File: src/design/lpw_pkg.sv
// Shared types and constants for the line pixel walker.
package lpw_pkg;

  localparam int unsigned CoordW  = 10;
  localparam int unsigned ColorW  = 8;
  localparam int unsigned DiffW   = CoordW + 1;            // signed endpoint difference
  localparam int unsigned DecW    = CoordW + 3;            // signed decision variable
  localparam int unsigned NumW    = ColorW + CoordW;       // color times length
  localparam int unsigned RemW    = NumW + 2;              // 2*num + L
  localparam int unsigned DeltaW  = ColorW + 1;            // signed color difference
  localparam int unsigned NumChan = 3;
  localparam int unsigned DivCntW = $clog2(ColorW);

  typedef logic [CoordW-1:0] coord_t;
  typedef logic [ColorW-1:0] color_t;

  // Octant cases after ordering by x
  typedef enum logic [1:0] {
    OCT_RISE_SHALLOW = 2'd0,
    OCT_RISE_STEEP   = 2'd1,
    OCT_FALL_SHALLOW = 2'd2,
    OCT_FALL_STEEP   = 2'd3
  } octant_e;

  // Input mode codes
  typedef enum logic {
    MODE_LOAD = 1'b0,
    MODE_STEP = 1'b1
  } mode_e;

  typedef enum logic [2:0] {
    ST_IDLE,
    ST_MULT,
    ST_PREP,
    ST_DIV,
    ST_HOLD
  } state_e;

  // Commands from controller to datapath
  typedef struct packed {
    logic load;       // latch a new segment
    logic step;       // advance one pixel
    logic mult;       // form start color times length
    logic div_init;   // seed the rounding dividers
    logic div_iter;   // one quotient bit
    logic out_load;   // move result into the output register
  } cmd_t;

  // Status from datapath to controller
  typedef struct packed {
    logic active;
    logic div_last;
    logic out_busy;
  } status_t;

endpackage

File: src/design/lpw_ctrl.sv
// Control state machine for the line pixel walker.
module lpw_ctrl (
  input  logic            clk_i,
  input  logic            rst_ni,
  input  logic            in_valid_i,
  input  logic            mode_i,
  input  lpw_pkg::status_t status_i,
  output logic            in_ready_o,
  output lpw_pkg::cmd_t   cmd_o
);
  import lpw_pkg::*;

  state_e state_q, state_d;
  logic   accept;

  assign accept = in_valid_i && (state_q == ST_IDLE);

  // State register
  always_ff @(posedge clk_i or negedge rst_ni) begin
    if (!rst_ni) begin
      state_q <= ST_IDLE;
    end else begin
      state_q <= state_d;
    end
  end

  // Next state
  always_comb begin
    state_d = state_q;
    unique case (state_q)
      ST_IDLE: begin
        if (accept) begin
          if (mode_i == MODE_LOAD) begin
            state_d = ST_MULT;
          end else if (status_i.active) begin
            state_d = ST_PREP;
          end
        end
      end
      ST_MULT: state_d = ST_IDLE;
      ST_PREP: state_d = ST_DIV;
      ST_DIV: begin
        if (status_i.div_last) begin
          state_d = ST_HOLD;
        end
      end
      ST_HOLD: begin
        if (!status_i.out_busy) begin
          state_d = ST_IDLE;
        end
      end
      default: state_d = ST_IDLE;
    endcase
  end

  // Outputs
  always_comb begin
    cmd_o      = '0;
    in_ready_o = 1'b0;
    unique case (state_q)
      ST_IDLE: begin
        in_ready_o  = 1'b1;
        cmd_o.load  = accept && (mode_i == MODE_LOAD);
        cmd_o.step  = accept && (mode_i == MODE_STEP) && status_i.active;
      end
      ST_MULT: cmd_o.mult     = 1'b1;
      ST_PREP: cmd_o.div_init = 1'b1;
      ST_DIV:  cmd_o.div_iter = 1'b1;
      ST_HOLD: cmd_o.out_load = !status_i.out_busy;
      default: ;
    endcase
  end

endmodule

File: src/design/lpw_datapath.sv
// Segment setup, Bresenham stepping, color rounding dividers and output register.
module lpw_datapath (
  input  logic             clk_i,
  input  logic             rst_ni,
  input  lpw_pkg::cmd_t    cmd_i,
  output lpw_pkg::status_t status_o,
  input  lpw_pkg::coord_t  x_start_i,
  input  lpw_pkg::coord_t  y_start_i,
  input  lpw_pkg::coord_t  x_end_i,
  input  lpw_pkg::coord_t  y_end_i,
  input  lpw_pkg::color_t  r_start_i,
  input  lpw_pkg::color_t  g_start_i,
  input  lpw_pkg::color_t  b_start_i,
  input  lpw_pkg::color_t  r_end_i,
  input  lpw_pkg::color_t  g_end_i,
  input  lpw_pkg::color_t  b_end_i,
  input  logic             out_ready_i,
  output logic             out_valid_o,
  output lpw_pkg::coord_t  pixel_x_o,
  output lpw_pkg::coord_t  pixel_y_o,
  output lpw_pkg::color_t  red_o,
  output lpw_pkg::color_t  green_o,
  output lpw_pkg::color_t  blue_o,
  output logic             last_pixel_o
);
  import lpw_pkg::*;

  // Segment state
  coord_t                   col_q, row_q;
  logic signed [DecW-1:0]   dec_q;
  octant_e                  oct_q;
  logic signed [DiffW-1:0]  a_q, b_q;
  coord_t                   len_q, steps_q;
  logic                     active_q, last_q;
  color_t                   c0_q    [NumChan];
  logic signed [DeltaW-1:0] delta_q [NumChan];
  logic [NumW-1:0]          num_q   [NumChan];

  // Divider state
  logic [RemW-1:0]          rem_q   [NumChan];
  color_t                   quo_q   [NumChan];
  logic [NumW-1:0]          dsr_q;
  logic [DivCntW-1:0]       cnt_q;

  // Output register
  logic                     out_valid_q;
  coord_t                   px_q, py_q;
  color_t                   oc_q    [NumChan];
  logic                     olast_q;

  // ---------------- load setup ----------------
  logic                     swap;
  coord_t                   x0, y0, x1, y1;
  color_t                   cs [NumChan];
  color_t                   ce [NumChan];
  color_t                   in_s [NumChan];
  color_t                   in_e [NumChan];
  coord_t                   dx, dy;
  logic                     rising, shallow;
  logic signed [DiffW-1:0]  a_new, b_new;
  logic signed [DecW-1:0]   a_ext, b_ext, dec_new;
  octant_e                  oct_new;
  coord_t                   len_new;

  assign in_s[0] = r_start_i;
  assign in_s[1] = g_start_i;
  assign in_s[2] = b_start_i;
  assign in_e[0] = r_end_i;
  assign in_e[1] = g_end_i;
  assign in_e[2] = b_end_i;

  always_comb begin
    swap = x_end_i < x_start_i;
    x0   = swap ? x_end_i   : x_start_i;
    y0   = swap ? y_end_i   : y_start_i;
    x1   = swap ? x_start_i : x_end_i;
    y1   = swap ? y_start_i : y_end_i;
    for (int i = 0; i < NumChan; i++) begin
      cs[i] = swap ? in_e[i] : in_s[i];
      ce[i] = swap ? in_s[i] : in_e[i];
    end
    a_new   = $signed({1'b0, y0}) - $signed({1'b0, y1});
    b_new   = $signed({1'b0, x1}) - $signed({1'b0, x0});
    a_ext   = DecW'(a_new);
    b_ext   = DecW'(b_new);
    dx      = x1 - x0;
    rising  = y0 < y1;
    dy      = rising ? (y1 - y0) : (y0 - y1);
    shallow = (dx != '0) && (dy <= dx);
    len_new = shallow ? dx : dy;
    unique case ({rising, shallow})
      2'b11: begin oct_new = OCT_RISE_SHALLOW; dec_new = (a_ext <<< 1) + b_ext; end
      2'b10: begin oct_new = OCT_RISE_STEEP;   dec_new = a_ext + (b_ext <<< 1); end
      2'b01: begin oct_new = OCT_FALL_SHALLOW; dec_new = (a_ext <<< 1) - b_ext; end
      default: begin oct_new = OCT_FALL_STEEP; dec_new = a_ext - (b_ext <<< 1); end
    endcase
  end

  // ---------------- Bresenham step ----------------
  logic signed [DecW-1:0] sa, sb, dec_step;
  logic                   dpos, mv_col, mv_row;

  always_comb begin
    sa     = DecW'(a_q);
    sb     = DecW'(b_q);
    dpos   = dec_q > 0;
    mv_col = 1'b1;
    mv_row = 1'b1;
    unique case (oct_q)
      OCT_RISE_SHALLOW: begin
        mv_row   = !dpos;
        dec_step = dpos ? (sa <<< 1) : ((sa + sb) <<< 1);
      end
      OCT_RISE_STEEP: begin
        mv_col   = dpos;
        dec_step = dpos ? ((sa + sb) <<< 1) : (sb <<< 1);
      end
      OCT_FALL_SHALLOW: begin
        mv_row   = dpos;
        dec_step = dpos ? ((sa - sb) <<< 1) : (sa <<< 1);
      end
      default: begin
        mv_col   = !dpos;
        dec_step = dpos ? -(sb <<< 1) : ((sa - sb) <<< 1);
      end
    endcase
  end

  logic             step_last;
  logic [CoordW:0]  steps_inc;
  assign steps_inc = {1'b0, steps_q} + (CoordW+1)'(1);
  assign step_last = steps_inc >= {1'b0, len_q};

  // Segment registers
  always_ff @(posedge clk_i or negedge rst_ni) begin
    if (!rst_ni) begin
      active_q <= 1'b0;
    end else if (cmd_i.load) begin
      active_q <= len_new != '0;
    end else if (cmd_i.step && step_last) begin
      active_q <= 1'b0;
    end
  end

  always_ff @(posedge clk_i) begin
    if (cmd_i.load) begin
      col_q   <= x0;
      row_q   <= y0;
      dec_q   <= dec_new;
      oct_q   <= oct_new;
      a_q     <= a_new;
      b_q     <= b_new;
      len_q   <= len_new;
      steps_q <= '0;
      for (int i = 0; i < NumChan; i++) begin
        c0_q[i]    <= cs[i];
        delta_q[i] <= $signed({1'b0, ce[i]}) - $signed({1'b0, cs[i]});
      end
    end else if (cmd_i.step) begin
      col_q   <= mv_col ? col_q + coord_t'(1) : col_q;
      if (oct_q == OCT_RISE_SHALLOW || oct_q == OCT_RISE_STEEP) begin
        row_q <= mv_row ? row_q + coord_t'(1) : row_q;
      end else begin
        row_q <= mv_row ? row_q - coord_t'(1) : row_q;
      end
      dec_q   <= dec_q + dec_step;
      steps_q <= steps_inc[CoordW-1:0];
      last_q  <= step_last;
      // numerator tracks c0*(L-s) + c1*s
      for (int i = 0; i < NumChan; i++) begin
        num_q[i] <= num_q[i] + NumW'(delta_q[i]);
      end
    end else if (cmd_i.mult) begin
      for (int i = 0; i < NumChan; i++) begin
        num_q[i] <= NumW'(c0_q[i]) * NumW'(len_q);
      end
    end
  end

  // ---------------- rounding dividers: (2*num + L) / (2*L), one bit a cycle ------------
  logic [RemW-1:0] dsr_ext;
  assign dsr_ext = RemW'(dsr_q);

  always_ff @(posedge clk_i or negedge rst_ni) begin
    if (!rst_ni) begin
      cnt_q <= '0;
    end else if (cmd_i.div_init) begin
      cnt_q <= DivCntW'(ColorW - 1);
    end else if (cmd_i.div_iter) begin
      cnt_q <= cnt_q - DivCntW'(1);
    end
  end

  always_ff @(posedge clk_i) begin
    if (cmd_i.div_init) begin
      dsr_q <= {len_q, {(NumW-CoordW){1'b0}}};
      for (int i = 0; i < NumChan; i++) begin
        rem_q[i] <= {1'b0, num_q[i], 1'b0} + RemW'(len_q);
        quo_q[i] <= '0;
      end
    end else if (cmd_i.div_iter) begin
      dsr_q <= dsr_q >> 1;
      for (int i = 0; i < NumChan; i++) begin
        if (rem_q[i] >= dsr_ext) begin
          rem_q[i] <= rem_q[i] - dsr_ext;
          quo_q[i] <= {quo_q[i][ColorW-2:0], 1'b1};
        end else begin
          quo_q[i] <= {quo_q[i][ColorW-2:0], 1'b0};
        end
      end
    end
  end

  // ---------------- output register ----------------
  always_ff @(posedge clk_i or negedge rst_ni) begin
    if (!rst_ni) begin
      out_valid_q <= 1'b0;
    end else if (cmd_i.out_load) begin
      out_valid_q <= 1'b1;
    end else if (out_ready_i) begin
      out_valid_q <= 1'b0;
    end
  end

  always_ff @(posedge clk_i) begin
    if (cmd_i.out_load) begin
      px_q    <= col_q;
      py_q    <= row_q;
      olast_q <= last_q;
      for (int i = 0; i < NumChan; i++) begin
        oc_q[i] <= quo_q[i];
      end
    end
  end

  assign status_o.active   = active_q;
  assign status_o.div_last = cnt_q == '0;
  assign status_o.out_busy = out_valid_q && !out_ready_i;

  assign out_valid_o  = out_valid_q;
  assign pixel_x_o    = px_q;
  assign pixel_y_o    = py_q;
  assign red_o        = oc_q[0];
  assign green_o      = oc_q[1];
  assign blue_o       = oc_q[2];
  assign last_pixel_o = olast_q;

endmodule

File: src/design/line_pixel_walker_color_interp.sv
// Line pixel walker: Bresenham line stepping with per-pixel rounded RGB interpolation.
// A load transaction (mode 0) yields no pixel; a step transaction (mode 1) on an
// active segment yields one pixel after a position update, a divider seed state, the three
// restoring dividers that round each color channel one quotient bit per cycle (8 bits),
// and an output transfer. A step with no active segment is consumed without a pixel.
// The input accepts the next transaction while a finished pixel still waits in the
// output register; a pixel that finishes while the previous one is still waiting holds
// until the register frees up. The final pixel of a segment carries last_pixel_o; the
// start pixel is never emitted.
module line_pixel_walker_color_interp (
  input  logic            clk_i,
  input  logic            rst_ni,
  input  logic            in_valid_i,
  output logic            in_ready_o,
  input  logic            mode_i,
  input  lpw_pkg::coord_t x_start_i,
  input  lpw_pkg::coord_t y_start_i,
  input  lpw_pkg::coord_t x_end_i,
  input  lpw_pkg::coord_t y_end_i,
  input  lpw_pkg::color_t r_start_i,
  input  lpw_pkg::color_t g_start_i,
  input  lpw_pkg::color_t b_start_i,
  input  lpw_pkg::color_t r_end_i,
  input  lpw_pkg::color_t g_end_i,
  input  lpw_pkg::color_t b_end_i,
  output logic            out_valid_o,
  input  logic            out_ready_i,
  output lpw_pkg::coord_t pixel_x_o,
  output lpw_pkg::coord_t pixel_y_o,
  output lpw_pkg::color_t red_o,
  output lpw_pkg::color_t green_o,
  output lpw_pkg::color_t blue_o,
  output logic            last_pixel_o
);
  import lpw_pkg::*;

  cmd_t    cmd;
  status_t status;

  lpw_ctrl u_ctrl (
    .clk_i      (clk_i),
    .rst_ni     (rst_ni),
    .in_valid_i (in_valid_i),
    .mode_i     (mode_i),
    .status_i   (status),
    .in_ready_o (in_ready_o),
    .cmd_o      (cmd)
  );

  lpw_datapath u_datapath (
    .clk_i        (clk_i),
    .rst_ni       (rst_ni),
    .cmd_i        (cmd),
    .status_o     (status),
    .x_start_i    (x_start_i),
    .y_start_i    (y_start_i),
    .x_end_i      (x_end_i),
    .y_end_i      (y_end_i),
    .r_start_i    (r_start_i),
    .g_start_i    (g_start_i),
    .b_start_i    (b_start_i),
    .r_end_i      (r_end_i),
    .g_end_i      (g_end_i),
    .b_end_i      (b_end_i),
    .out_ready_i  (out_ready_i),
    .out_valid_o  (out_valid_o),
    .pixel_x_o    (pixel_x_o),
    .pixel_y_o    (pixel_y_o),
    .red_o        (red_o),
    .green_o      (green_o),
    .blue_o       (blue_o),
    .last_pixel_o (last_pixel_o)
  );

endmodule

File: config.mk
export PLATFORM = sky130hd
export DESIGN_NAME = line_pixel_walker_color_interp
export DESIGN_NICKNAME = d
export VERILOG_FILES = /design/src/design/lpw_pkg.sv /design/src/design/lpw_ctrl.sv /design/src/design/lpw_datapath.sv /design/src/design/line_pixel_walker_color_interp.sv
export SDC_FILE = /design/constraint.sdc
export NUM_CORES = 2
export LEC_CHECK = 0
export BUFFER_PORTS_ARGS = -buffer_cell sky130_fd_sc_hd__buf_2
export CAP_MARGIN = 40
export CORE_ASPECT_RATIO = 0.9
export CORE_MARGIN = 2
export CORE_UTILIZATION = 50
export DETAILED_ROUTE_END_ITERATION = 16
export PLACE_DENSITY = 0.71
export SLEW_MARGIN = 10
export SYNTH_ARGS = -nofsm -noshare
export SYNTH_HDL_FRONTEND = slang
export SYNTH_SLANG_ARGS = --single-unit
export TNS_END_PERCENT = 20
File: constraint.sdc
create_clock -name clk_i -period 5.1 [get_ports clk_i]
set_clock_uncertainty 0.2 [all_clocks]
set_input_delay 0.765 -clock clk_i [delete_from_list [all_inputs] [get_ports clk_i]]
set_output_delay 0.765 -clock clk_i [all_outputs]
set_load 0.02 [all_outputs]
==> metrics.txt <==
Num CTS Buffers=41; r2r startpoint=u_datapath.len_q[3]; Yosys cell types=78; worst path arrival time=7.44 ns; Starting Density=0.505; EDFF count, synth=311; Mapped Cells=3,944; Synth Cell Area=34,500 µm²; Setup WS pre-CTS=-2.88 ns; Max VDD drop=0.000646 V; P_leak=0.0189 µW; CP max stage cell=or4_1; failing checks=negative setup slack; via count=30,000; Max-slew headroom=0.421; ys async rst share=0.0237; DRT Pass-1 Iters=6; endpoints failing setup=38; post-synth top area share=0.270; grt ovf=0; synth warn=0; core area=68,400 µm²; Filler cells=5,811; final net count=5,048; CTS tree=done; actual slew at the worst max-slew pin=0.846 ns; detailed-route wire length=95.0 mm; vias in the first global route=28,500; Setup crit end kind=flop; antenna-violating nets left=0; top post-synthesis cells by area=edfxtp_1, ha_1, fa_1, nand2_1, xnor2_1; Peak Freq=0.137 GHz; status=complete, but fails checks; cell taking the most area after synthesis=edfxtp_1; dpl cells=5,302; final worst-path cycle share=1.43; Hold Crit Class=reg -> reg; Hold Vio Cnt, Final=0; first-pass GRT wire length=151 mm; Die Wd=281 µm; WP data required=5.25 ns; final setup TNS=-26.48 ns; crit path kind=in -> reg; hpwl dp=73.2 mm; layout cells sized above 1=0.177; Worst Setup SP=x_start_i[8]; Net Count, Synth=4,559; Clock Sinks=338; Min-Delay Startpoint=u_datapath.quo_q[2][7]; Mean Syn Cell Area=8.75 µm²; wire length per cell=17.6 µm; Total GRT Usage=0.267; worst-skew pair later-pin latency=0.60 ns; Pwr Density=681 nW/µm²; Iter 0 DRT Violations=2,655; # DRC=0; CP Max Fanout=4; post-synthesis sequential area ratio=0.287; initial antenna violation count=5; placement row count=91; Finished Layout Cells=5,400; setup ws final=-2.19 ns; Port-buffer cells=139; Clock transition at path regs=0.06 ns; RSZ-0062 raised after global routing=true; post-synthesis register bit count=338; die area=71,200 µm²; Largest stage delay, worst path=0.58 ns; Placer Congestion=0.920; kind of start point of the critical path=input pin; cell mode on critical path=a21oi_2; Longest Clk Path Bufs=3; CTS H-tree depth=2; largest net degree at the start of global routing=116; Die Height=253 µm; P&R area growth vs syn=20.1%; ys flop type=edfxtp_1; min Tclk post-route=7.29 ns; fin. max-slew vios=0; total of max-cap violations=0; CTS Root Buffer Type=clkbuf_16; vias per cell=5.55; total chip power=28,200 µW; top-level I/O count=140
-- Yosys cell counts, types with 17 or more instances --
| master | n |
|---|---|
| a21boi_0 | 37 |
| fa_1 | 160 |
| inv_1 | 397 |
| buf_1 | 17 |
| and2_1 | 129 |
| nor2b_1 | 67 |
| nand4_1 | 26 |
| nand2b_1 | 57 |
| mux2i_1 | 31 |
| nand3_1 | 60 |
| o31ai_1 | 41 |
| o21ai_0 | 229 |
| o21a_1 | 23 |
| a221oi_1 | 18 |
| edfxtp_1 | 311 |
| nor3_1 | 59 |
| ha_1 | 362 |
| a21oi_1 | 293 |
| nand2_1 | 447 |
| and3_1 | 43 |
| xnor2_1 | 184 |
| a31oi_1 | 52 |
| a21o_1 | 84 |
| xor2_1 | 96 |
| dfxtp_1 | 19 |
| a211oi_1 | 19 |
| o21bai_1 | 31 |
| clkbuf_1 | 118 |
| nor2_1 | 318 |
| or3_1 | 17 |
-- cell type report --
type	count	area (µm²)	area share
clock buffer	57	1180	0.0284
inverter	400	1520	0.0366
timing repair buffer	587	4360	0.105
clock inverter	19	164	0.00395
sequential	338	9920	0.239
multi-input combinational	3065	23200	0.558
tap	930	1160	0.0281
antenna	4	10.0	0.000241
-- flip-flops by register name, indices dropped and copies added (netlist names), 11 cells and up --
| name | count |
|---|---|
| u_datapath.delta_q | 27 |
| u_datapath.c0_q | 24 |
| u_datapath.oc_q | 24 |
| u_datapath.a_q | 11 |
| u_datapath.b_q | 11 |
| u_datapath.quo_q | 24 |
| u_datapath.num_q | 54 |
| u_datapath.dsr_q | 18 |
| u_datapath.rem_q | 60 |
| u_datapath.dec_q | 13 |
-- worst max-delay path, delay by kind of cell --
family          cells  cell delay [ns]
simple gates       10             2.27
buf+inv             3             0.31
fa+ha+maj           4             1.01
mux                 1             0.32
compound gates     16             2.52
xor+xnor            2             0.26
-- final timing paths --
check | depth (start not counted) | end | slack [ns]
min | 0 | u_datapath.oc_q[0][23] | 0.22
max | 36 | u_datapath.dec_q[12] | -2.19
min in group asynchronous | 2 | u_datapath.out_valid_o | 0.39
max reg2reg | 21 | u_datapath.num_q[0][52] | -0.33
max in group asynchronous | 2 | u_ctrl.state_q[0] | 4.08
min reg2reg | 0 | u_datapath.oc_q[0][23] | 0.22
-- cells by family (layout without fill, tap and decap cells) --
logic type               count (synthesis)  count (layout)  share of synthesized area
buffers and inverters                  541            1063                     0.0590
other                                    0               4                          0
XOR/XNOR                               281             281                     0.0718
flip-flops                             338             338                      0.287
multiplexers                            41              41                     0.0132
AO/OA/AOI/OAI                          945             945                      0.171
adder cells (fa/ha/maj)                533             533                      0.227
AND/OR/NAND/NOR                       1265            1265                      0.171
-- power by group --
part           internal (µW)  total (µW)  switching, µW
Clock                   1640        2920           1280
Combinational           9140       20000          10900
Sequential              4630        5300            669
Total                  15400       28200          12800
-- per-layer routing --
metal / GRT usage / part of all wire / up-vias
met5: 0 / 0 / -
met4: 0.0663 / 0.024 / 0
met3: 0.0478 / 0.082 / 117
met2: 0.393 / 0.42 / 1028
met1: 0.403 / 0.47 / 14100
li1: - / - / 14700
-- cells in the final DEF (no fill, tap or decap), types with 58 or more instances in the layout --
cell and count:
fa_1 156, a21o_1 84, and2_1 127, xnor2_1 181, buf_4 420, nand2_1 440
edfxtp_1 311, nand3_1 59, nor2_1 310, nor2b_1 66, buf_2 133, ha_1 351
o21ai_0 202, nor3_1 58, a21oi_1 271, xor2_1 96, inv_1 385
-- stage by stage --
stage	hold slack, ns	util	area [µm²]
3_3_place_gp	0.201	0.578	39600
6_report	0.218	0.606	41500
4_1_cts	0.219	0.601	41100
5_1_grt	0.224	0.606	41500
3_5_place_dp	0.205	0.578	39600
2_1_floorplan	0.200	-	34900
-- repair_timing --
action                     4_1_cts  5_1_grt
setup endpoints to repair       44       48
gates resized for setup         31      100
setup buffers                   14        8
hold buffers                     1        0
pin swaps                       29       62
gates cloned                     0        0
hold endpoints to repair         8        0
No activity file was read; power rests on OpenSTA's default activity.
